File: config.mk
export PLATFORM = sky130hd
export DESIGN_NAME = timed_relay_phase_sequencer_flat
export DESIGN_NICKNAME = d
export VERILOG_FILES = /design/src/hw/rtl/trps_pkg.sv /design/src/hw/rtl/trps_if.sv /design/src/hw/rtl/timed_relay_phase_sequencer.sv /design/src/flat_wrapper.sv
export SDC_FILE = /design/constraint.sdc
export NUM_CORES = 1
export LEC_CHECK = 0
export BUFFER_PORTS_ARGS = -buffer_cell sky130_fd_sc_hd__buf_2
export CORE_UTILIZATION = 50
export DETAILED_ROUTE_END_ITERATION = 16
export PLACE_DENSITY = 0.8
export REMOVE_ABC_BUFFERS = 1
export SLEW_MARGIN = 0
export SYNTH_ARGS = -nofsm -noshare
export SYNTH_HDL_FRONTEND = slang
export SYNTH_SLANG_ARGS = --single-unit
File: constraint.sdc
create_clock -name clk -period 9.92 [get_ports clk]
set_clock_uncertainty 0.05 [all_clocks]
set_input_delay 0.992 -clock clk [delete_from_list [all_inputs] [get_ports clk]]
set_output_delay 0.992 -clock clk [all_outputs]
set_load 0.005 [all_outputs]
File: src/hw/rtl/trps_pkg.sv
// ----------------------------------------------------------------------------
// Timed relay phase sequencer package
// Widths, phase codes and register indexes shared by the sequencer files.
// ----------------------------------------------------------------------------
package trps_pkg;

	localparam int COUNT_BITS   = 16;
	localparam int CFG_BITS     = 16;
	localparam int CMP_BITS     = (COUNT_BITS > CFG_BITS) ? COUNT_BITS : CFG_BITS;
	localparam int LEVEL_BITS   = 8;
	localparam int PHASE_BITS   = 2;
	localparam int PULSE_BITS   = 16;
	localparam int OUT_CNT_BITS = 16;
	localparam int CFG_IDX_BITS = 3;

	localparam logic [PHASE_BITS-1:0] PH_START = 2'd0;
	localparam logic [PHASE_BITS-1:0] PH_RUN   = 2'd1;
	localparam logic [PHASE_BITS-1:0] PH_PULSE = 2'd2;
	localparam logic [PHASE_BITS-1:0] PH_FREE  = 2'd3;

	localparam logic [CFG_IDX_BITS-1:0] REG_RUN_SECONDS   = 3'd0;
	localparam logic [CFG_IDX_BITS-1:0] REG_CYCLE_SECONDS = 3'd1;
	localparam logic [CFG_IDX_BITS-1:0] REG_FREE_SECONDS  = 3'd2;
	localparam logic [CFG_IDX_BITS-1:0] REG_PULSE_ON_MS   = 3'd3;
	localparam logic [CFG_IDX_BITS-1:0] REG_PULSE_OFF_MS  = 3'd4;

	localparam logic [CFG_BITS-1:0] RST_RUN_SECONDS   = 16'd10;
	localparam logic [CFG_BITS-1:0] RST_CYCLE_SECONDS = 16'd60;
	localparam logic [CFG_BITS-1:0] RST_FREE_SECONDS  = 16'd30;
	localparam logic [CFG_BITS-1:0] RST_PULSE_ON_MS   = 16'd8000;
	localparam logic [CFG_BITS-1:0] RST_PULSE_OFF_MS  = 16'd2000;

	typedef struct packed {
		logic                    relay_feed;
		logic                    relay_release;
		logic                    relay_ultrasonic;
		logic [PHASE_BITS-1:0]   phase;
		logic [OUT_CNT_BITS-1:0] elapsed_seconds;
		logic                    pwm_load;
		logic [LEVEL_BITS-1:0]   pwm_compare;
	} trps_result_t;

endpackage

File: src/hw/rtl/trps_if.sv
// ----------------------------------------------------------------------------
// Timed relay phase sequencer channels
// Tick input, result output and configuration write channels.
// ----------------------------------------------------------------------------
interface trps_in_if;
	logic                           valid;
	logic                           ready;
	logic                           second_edge;
	logic                           power_on;
	logic [trps_pkg::LEVEL_BITS-1:0] level;

	modport source (output valid, second_edge, power_on, level, input ready);
	modport sink   (input valid, second_edge, power_on, level, output ready);
endinterface

interface trps_out_if;
	logic                             valid;
	logic                             ready;
	logic                             relay_feed;
	logic                             relay_release;
	logic                             relay_ultrasonic;
	logic [trps_pkg::PHASE_BITS-1:0]   phase;
	logic [trps_pkg::OUT_CNT_BITS-1:0] elapsed_seconds;
	logic                             pwm_load;
	logic [trps_pkg::LEVEL_BITS-1:0]   pwm_compare;

	modport source (output valid, relay_feed, relay_release, relay_ultrasonic, phase,
		elapsed_seconds, pwm_load, pwm_compare, input ready);
	modport sink   (input valid, relay_feed, relay_release, relay_ultrasonic, phase,
		elapsed_seconds, pwm_load, pwm_compare, output ready);
endinterface

interface trps_cfg_if;
	logic                             valid;
	logic                             ready;
	logic [trps_pkg::CFG_IDX_BITS-1:0] index;
	logic [trps_pkg::CFG_BITS-1:0]     data;

	modport source (output valid, index, data, input ready);
	modport sink   (input valid, index, data, output ready);
endinterface

File: src/hw/rtl/timed_relay_phase_sequencer.sv
// ----------------------------------------------------------------------------
// Timed relay phase sequencer
// Four-phase feed, ultrasonic pulse and release relay sequencer, one tick
// transaction per millisecond.
// ----------------------------------------------------------------------------
//  Channel | Dir | Payload                                      | Accepted when
//  din     | in  | second_edge, power_on, level                 | valid && ready
//  dout    | out | relays, phase, elapsed_seconds, pwm load/cmp | valid && ready
//  cfg     | in  | index, data                                  | valid && ready
//
//  A tick is captured in the input register and then processed into the
//  result register, which drives dout.valid; one tick per cycle while dout
//  is not stalled.
//  The input register advances into the result register whenever that
//  register is empty or being drained, so din.ready stays high while a
//  result waits unless both registers are full.
//  Reset restores the register defaults and clears all sequencer state.
//  cfg.ready is always high.
// ----------------------------------------------------------------------------
module timed_relay_phase_sequencer (
	input  logic       clk,
	input  logic       arst_n,
	trps_in_if.sink    din,
	trps_out_if.source dout,
	trps_cfg_if.sink   cfg
);
	import trps_pkg::*;

	localparam logic [COUNT_BITS-1:0] CNT_MAX = {COUNT_BITS{1'b1}};
	localparam logic [PULSE_BITS-1:0] PMS_MAX = {PULSE_BITS{1'b1}};

	// Configuration registers.
	logic [CFG_BITS-1:0] run_seconds_q, cycle_seconds_q, free_seconds_q;
	logic [CFG_BITS-1:0] pulse_on_ms_q, pulse_off_ms_q;

	// Input register.
	logic                  in_valid_s1;
	logic                  second_edge_s1;
	logic                  power_on_s1;
	logic [LEVEL_BITS-1:0] level_s1;

	// Sequencer state.
	logic [PHASE_BITS-1:0] phase_q;
	logic [COUNT_BITS-1:0] count_q;
	logic                  pulse_active_q;
	logic [PULSE_BITS-1:0] pulse_ms_q;
	logic                  feed_q, release_q, ultra_q;
	logic [LEVEL_BITS-1:0] last_level_q;

	// Result register.
	logic         out_valid_q;
	trps_result_t res_q;

	// Next-state values.
	logic [PHASE_BITS-1:0] ph_n;
	logic [COUNT_BITS-1:0] cnt_n;
	logic                  pa_n;
	logic [PULSE_BITS-1:0] pms_n;
	logic                  feed_n, rel_n, ult_n;
	logic [CMP_BITS-1:0]   cnt_w;
	trps_result_t          res_n;

	logic advance;

	assign advance   = in_valid_s1 && (!out_valid_q || dout.ready);
	assign din.ready = !in_valid_s1 || advance;
	assign cfg.ready = 1'b1;

	always_ff @(posedge clk or negedge arst_n) begin
		if (!arst_n) begin
			run_seconds_q   <= RST_RUN_SECONDS;
			cycle_seconds_q <= RST_CYCLE_SECONDS;
			free_seconds_q  <= RST_FREE_SECONDS;
			pulse_on_ms_q   <= RST_PULSE_ON_MS;
			pulse_off_ms_q  <= RST_PULSE_OFF_MS;
		end else if (cfg.valid) begin
			case (cfg.index)
				REG_RUN_SECONDS:   run_seconds_q   <= cfg.data;
				REG_CYCLE_SECONDS: cycle_seconds_q <= cfg.data;
				REG_FREE_SECONDS:  free_seconds_q  <= cfg.data;
				REG_PULSE_ON_MS:   pulse_on_ms_q   <= cfg.data;
				REG_PULSE_OFF_MS:  pulse_off_ms_q  <= cfg.data;
				default: ;
			endcase
		end
	end

	always_ff @(posedge clk or negedge arst_n) begin
		if (!arst_n) begin
			in_valid_s1 <= 1'b0;
		end else if (din.ready) begin
			in_valid_s1 <= din.valid;
		end
	end

	always_ff @(posedge clk) begin
		if (din.valid && din.ready) begin
			second_edge_s1 <= din.second_edge;
			power_on_s1    <= din.power_on;
			level_s1       <= din.level;
		end
	end

	// The phase checks run in order within one tick, so zero run or free
	// times let one tick pass through several phases.
	always_comb begin
		ph_n   = phase_q;
		cnt_n  = count_q;
		pa_n   = pulse_active_q;
		pms_n  = pulse_ms_q;
		feed_n = feed_q;
		rel_n  = release_q;
		ult_n  = ultra_q;

		if (second_edge_s1) begin
			if (power_on_s1) begin
				if (cnt_n != CNT_MAX) begin
					cnt_n = cnt_n + 1'b1;
				end
			end else begin
				ph_n  = PH_START;
				cnt_n = '0;
			end
		end

		if (power_on_s1) begin
			if (ph_n == PH_START) begin
				feed_n = 1'b1;
				ph_n   = PH_RUN;
				cnt_n  = '0;
			end
			if (ph_n == PH_RUN && CMP_BITS'(cnt_n) >= CMP_BITS'(run_seconds_q)) begin
				feed_n = 1'b0;
				ph_n   = PH_PULSE;
				cnt_n  = '0;
				pms_n  = '0;
				pa_n   = 1'b1;
				ult_n  = 1'b1;
			end
			if (ph_n == PH_PULSE) begin
				if (CMP_BITS'(cnt_n) >= CMP_BITS'(cycle_seconds_q)) begin
					rel_n = 1'b1;
					ph_n  = PH_FREE;
					cnt_n = '0;
					ult_n = 1'b0;
				end else if (pa_n) begin
					if (pms_n > pulse_on_ms_q) begin
						pa_n  = 1'b0;
						pms_n = '0;
						ult_n = 1'b0;
					end
				end else begin
					if (pms_n > pulse_off_ms_q) begin
						pa_n  = 1'b1;
						pms_n = '0;
						ult_n = 1'b1;
					end
				end
			end
			if (ph_n == PH_FREE && CMP_BITS'(cnt_n) >= CMP_BITS'(free_seconds_q)) begin
				rel_n = 1'b0;
				ph_n  = PH_START;
				cnt_n = '0;
			end
		end else begin
			feed_n = 1'b0;
			rel_n  = 1'b0;
			ult_n  = 1'b0;
		end

		if (pms_n != PMS_MAX) begin
			pms_n = pms_n + 1'b1;
		end

		cnt_w = CMP_BITS'(cnt_n);

		res_n.relay_feed       = feed_n;
		res_n.relay_release    = rel_n;
		res_n.relay_ultrasonic = ult_n;
		res_n.phase            = ph_n;
		res_n.elapsed_seconds  = (cnt_w > CMP_BITS'({OUT_CNT_BITS{1'b1}})) ?
			{OUT_CNT_BITS{1'b1}} : cnt_w[OUT_CNT_BITS-1:0];
		res_n.pwm_load         = (level_s1 != last_level_q) && (ph_n == PH_PULSE);
		res_n.pwm_compare      = res_n.pwm_load ? level_s1 : '0;
	end

	always_ff @(posedge clk or negedge arst_n) begin
		if (!arst_n) begin
			phase_q        <= PH_START;
			count_q        <= '0;
			pulse_active_q <= 1'b0;
			pulse_ms_q     <= '0;
			feed_q         <= 1'b0;
			release_q      <= 1'b0;
			ultra_q        <= 1'b0;
			last_level_q   <= '0;
		end else if (advance) begin
			phase_q        <= ph_n;
			count_q        <= cnt_n;
			pulse_active_q <= pa_n;
			pulse_ms_q     <= pms_n;
			feed_q         <= feed_n;
			release_q      <= rel_n;
			ultra_q        <= ult_n;
			last_level_q   <= level_s1;
		end
	end

	always_ff @(posedge clk or negedge arst_n) begin
		if (!arst_n) begin
			out_valid_q <= 1'b0;
		end else if (advance) begin
			out_valid_q <= 1'b1;
		end else if (dout.ready) begin
			out_valid_q <= 1'b0;
		end
	end

	always_ff @(posedge clk) begin
		if (advance) begin
			res_q <= res_n;
		end
	end

	assign dout.valid            = out_valid_q;
	assign dout.relay_feed       = res_q.relay_feed;
	assign dout.relay_release    = res_q.relay_release;
	assign dout.relay_ultrasonic = res_q.relay_ultrasonic;
	assign dout.phase            = res_q.phase;
	assign dout.elapsed_seconds  = res_q.elapsed_seconds;
	assign dout.pwm_load         = res_q.pwm_load;
	assign dout.pwm_compare      = res_q.pwm_compare;

`ifndef SYNTH
	// Feed and release relays belong to different phases.
	a_relays_exclusive: assert property (@(posedge clk) disable iff (!arst_n)
		out_valid_q |-> !(res_q.relay_feed && res_q.relay_release))
		else $error("feed and release relays energized together");

	// The ultrasonic relay only runs in the pulse phase.
	a_ultra_in_pulse: assert property (@(posedge clk) disable iff (!arst_n)
		(out_valid_q && res_q.relay_ultrasonic) |-> (res_q.phase == PH_PULSE))
		else $error("ultrasonic relay on outside pulse phase");

	// A reload is only requested in the pulse phase.
	a_load_in_pulse: assert property (@(posedge clk) disable iff (!arst_n)
		(out_valid_q && res_q.pwm_load) |-> (res_q.phase == PH_PULSE))
		else $error("pwm reload outside pulse phase");

	// A held input tick must not be overwritten or dropped.
	a_s1_holds: assert property (@(posedge clk) disable iff (!arst_n)
		(in_valid_s1 && !advance) |=> (in_valid_s1 && $stable(level_s1)))
		else $error("input register lost a pending tick");
`endif

endmodule
File: src/flat_wrapper.sv
// flat-port wrapper written by rule: the top's interface ports become plain ports
module timed_relay_phase_sequencer_flat import trps_pkg::*;
  (clk, arst_n, din_valid, din_second_edge, din_power_on, din_level, din_ready, dout_valid, dout_relay_feed, dout_relay_release, dout_relay_ultrasonic, dout_phase, dout_elapsed_seconds, dout_pwm_load, dout_pwm_compare, dout_ready, cfg_valid, cfg_index, cfg_data, cfg_ready);
  trps_in_if din_i ();
  trps_out_if dout_i ();
  trps_cfg_if cfg_i ();
  input  logic clk;
  input  logic arst_n;
  input wire logic [$bits(din_i.valid)-1:0] din_valid;
  input wire logic [$bits(din_i.second_edge)-1:0] din_second_edge;
  input wire logic [$bits(din_i.power_on)-1:0] din_power_on;
  input wire logic [$bits(din_i.level)-1:0] din_level;
  output wire logic [$bits(din_i.ready)-1:0] din_ready;
  output wire logic [$bits(dout_i.valid)-1:0] dout_valid;
  output wire logic [$bits(dout_i.relay_feed)-1:0] dout_relay_feed;
  output wire logic [$bits(dout_i.relay_release)-1:0] dout_relay_release;
  output wire logic [$bits(dout_i.relay_ultrasonic)-1:0] dout_relay_ultrasonic;
  output wire logic [$bits(dout_i.phase)-1:0] dout_phase;
  output wire logic [$bits(dout_i.elapsed_seconds)-1:0] dout_elapsed_seconds;
  output wire logic [$bits(dout_i.pwm_load)-1:0] dout_pwm_load;
  output wire logic [$bits(dout_i.pwm_compare)-1:0] dout_pwm_compare;
  input wire logic [$bits(dout_i.ready)-1:0] dout_ready;
  input wire logic [$bits(cfg_i.valid)-1:0] cfg_valid;
  input wire logic [$bits(cfg_i.index)-1:0] cfg_index;
  input wire logic [$bits(cfg_i.data)-1:0] cfg_data;
  output wire logic [$bits(cfg_i.ready)-1:0] cfg_ready;
  assign din_i.valid = din_valid;
  assign din_i.second_edge = din_second_edge;
  assign din_i.power_on = din_power_on;
  assign din_i.level = din_level;
  assign din_ready = din_i.ready;
  assign dout_valid = dout_i.valid;
  assign dout_relay_feed = dout_i.relay_feed;
  assign dout_relay_release = dout_i.relay_release;
  assign dout_relay_ultrasonic = dout_i.relay_ultrasonic;
  assign dout_phase = dout_i.phase;
  assign dout_elapsed_seconds = dout_i.elapsed_seconds;
  assign dout_pwm_load = dout_i.pwm_load;
  assign dout_pwm_compare = dout_i.pwm_compare;
  assign dout_i.ready = dout_ready;
  assign cfg_i.valid = cfg_valid;
  assign cfg_i.index = cfg_index;
  assign cfg_i.data = cfg_data;
  assign cfg_ready = cfg_i.ready;
  timed_relay_phase_sequencer u_core (.clk(clk), .arst_n(arst_n), .din(din_i), .dout(dout_i), .cfg(cfg_i));
endmodule
==> metrics <==
Worst Setup SP u_core.count_q[4]; area growth from synthesis to layout 12.2%; Fillers 1586; CTS-repair resized insts 0; Leakage 0.00488 µW; average size of a mapped cell 9.40 µm²; Post-synth EDFFs 40; most frequent cells in the layout nand2_1 (169), dfrtp_1 (106), nor2_1 (89); RSZ-0062 raised after global routing false; final hold violation count 0; Post-CTS Setup Bufs 0; site row count 50; Starting Density 0.509; Final Setup Violations 0; initial DRC count 506; global-route wire length before repair 35.7 mm; core area 18700 µm²; cells after synthesis 1013; Worst Setup Start Kind register; vias per std cell 5.64; vias in the first global route 7159; via count 7432; setup slack at placement 1.27 ns; Tmin final 8.89 ns; die height 140 µm; sequential share of power 0.438; Comb power frac 0.241; ys async rst share 0.762; slowest CP cell nand2b_1; Finished Layout Cells 1317; final net count 1186; critical path peak fanout 22; status finished, final reports clean; top_reg_cell synth dfrtp_1; CTS clock-pin slew for the worst setup and hold paths 0.07 ns; Buffers & Inverters on Critical Path 2; CTS H-Tree Depth 4; P per Cell Area 193 nW/µm²; antenna violations before repair 0; Tot GR Track Use 0.233; Routed Antenna Nets 0; hold path depth 2; number of max-cap violations 0; Clock power frac 0.320; clk_lat worst skew 0.44 ns; Internal Power 1380 µW; most common cell after layout, fill and taps aside nand2_1; critical path required time 10.17 ns; total length of routed wires 21.6 mm; Switch Pwr 684 µW; Post-DP HPWL 15.7 mm; mapped cell area 9520 µm²; Final Core Density 0.571; DRC errors left 0; setup TNS 0 ns; Worst path top cell family by delay simple AND/OR/NAND/NOR gates; routed len/inst 16.4 µm; post-route cell area 10700 µm²; highest clock rate 113 MHz; cell count after placement 1285; CP Capture Point u_core.dout.pwm_compare[1]; Min-Delay Path Class reg2reg; # hold bufs at CTS 0; max_slew headroom 0.237; First-pass DRT Iterations 5; Synth Register Bits 168; number of CTS-inserted buffers 17; synth warn 0; crit share post-route 0.896; r2r setup slk 1.03 ns; worst slew pin tran 1.14 ns; ant diodes 0; pin count of the biggest net entering global routing 75; maximum VDD drop 0.118 mV; synth unique cells 72; CP Class reg2reg; Die W 140 µm; CTS tree built; register area share after synthesis 0.466; Critical Path Stages 36; critical path capture point type register; slack of the critical path 1.03 ns; max incr delay on CP 0.52 ns; Reg-to-Reg Start u_core.count_q[4]; Max Buffers Root-to-Sink 2; Sw Share 0.332; placed cell areas 10100 µm²; share of layout cells above drive strength 1 0.163; die area 19600 µm²; max-slew violations 0; Top-Level Pins 67; capture point of the worst reg-to-reg path u_core.dout.pwm_compare[1]; FF-to-FF path depth 36; IO buf count 65; clock sinks 168; Crit path arrival time 9.14 ns; Clock Tree Root clkbuf_16; routability-driven placement congestion ratio 0.913; global-route congestion overflow total 0
[state kept, by name (all words and copies together) (netlist names), 8 cells and up]
name and flops:
u_core.level_s1 8, u_core.last_level_q 8, u_core.count_q 16, u_core.cycle_seconds_q 16
u_core.free_seconds_q 16, u_core.pulse_on_ms_q 16, u_core.dout.elapsed_seconds 16, u_core.pulse_ms_q 16
u_core.run_seconds_q 16, u_core.dout.pwm_compare 8, u_core.pulse_off_ms_q 16
[cell usage after synthesis, types with 13 or more instances]
master | count | area (µm²)
nand2_1 | 170 | 638
dfrtp_1 | 106 | 2650
nor2_1 | 90 | 338
inv_1 | 83 | 312
ha_1 | 82 | 1030
o21ai_0 | 77 | 385
edfxtp_1 | 40 | 1200
a21oi_1 | 37 | 185
clkbuf_1 | 32 | 120
mux2_2 | 23 | 259
dfstp_2 | 22 | 578
nand3_1 | 20 | 100
nand4_1 | 20 | 125
nor2b_1 | 19 | 119
o31ai_1 | 15 | 113
xnor2_1 | 15 | 131
and2_1 | 13 | 81.3
[worst min-delay path by stage]
| stage | slack, ns | end | start |
|---|---|---|---|
| floorplan | 0.39 | u_core.release_q | u_core.release_q |
| global placement | 0.41 | u_core.release_q | u_core.release_q |
| detailed placement | 0.42 | u_core.release_q | u_core.release_q |
| CTS | 0.44 | u_core.release_q | u_core.release_q |
| global route | 0.46 | u_core.ultra_q | u_core.ultra_q |
| finish | 0.43 | u_core.release_q | u_core.release_q |
[power by group through the flow]
stage	Sequential (µW)	Combinational [µW]	Clock, µW
after detailed placement	914	493	0
after CTS	901	498	671
final	903	497	660
after floorplan	896	351	0
after global routing	916	569	700
after global placement	909	473	0
[stage by stage]
stage	hold slack (ns)	power, µW
after floorplan	0.393	1250
after global placement	0.408	1380
after detailed placement	0.418	1410
after CTS	0.436	2070
after global routing	0.462	2180
final	0.435	2060
[logic make-up (layout without fill, tap and decap cells)]
kind of cell | count (synthesis) | count (layout) | share of synthesized area
mux | 25 | 25 | 0.0294
flops | 168 | 168 | 0.466
xor+xnor | 24 | 24 | 0.0221
buf+inv | 121 | 191 | 0.0485
simple gates | 396 | 396 | 0.195
other cells | 1 | 1 | 0.000394
fa+ha+maj | 82 | 82 | 0.108
compound gates | 196 | 196 | 0.131
[routing by layer]
metal | global-route usage | wire length [µm] | vias up
met5 | 0 | 0 | -
met4 | 0.0954 | 692 | 0
met3 | 0.0485 | 1290 | 52
met2 | 0.378 | 10200 | 234
met1 | 0.305 | 9400 | 3530
li1 | - | - | 3616
[worst reg2reg max path, delay by kind of cell (launching register included)]
kind,cells,cell delay [ns]
simple gates,16,3.72
compound gates,14,3.11
fa+ha+maj,3,0.84
buf+inv,2,0.49
flops,1,0.48
xor+xnor,1,0.06
[layout make-up]
| class | instances | area, µm² | share of cell area |
|---|---|---|---|
| inverter | 84 | 315 | 0.0295 |
| clock inverter | 15 | 174 | 0.0163 |
| tap | 234 | 293 | 0.0274 |
| sequential | 168 | 4430 | 0.415 |
| multi-input combinational | 724 | 4640 | 0.434 |
| timing repair buffer | 75 | 403 | 0.0377 |
| clock buffer | 17 | 425 | 0.0398 |
Note: power is estimated with default switching activity, not from simulation.
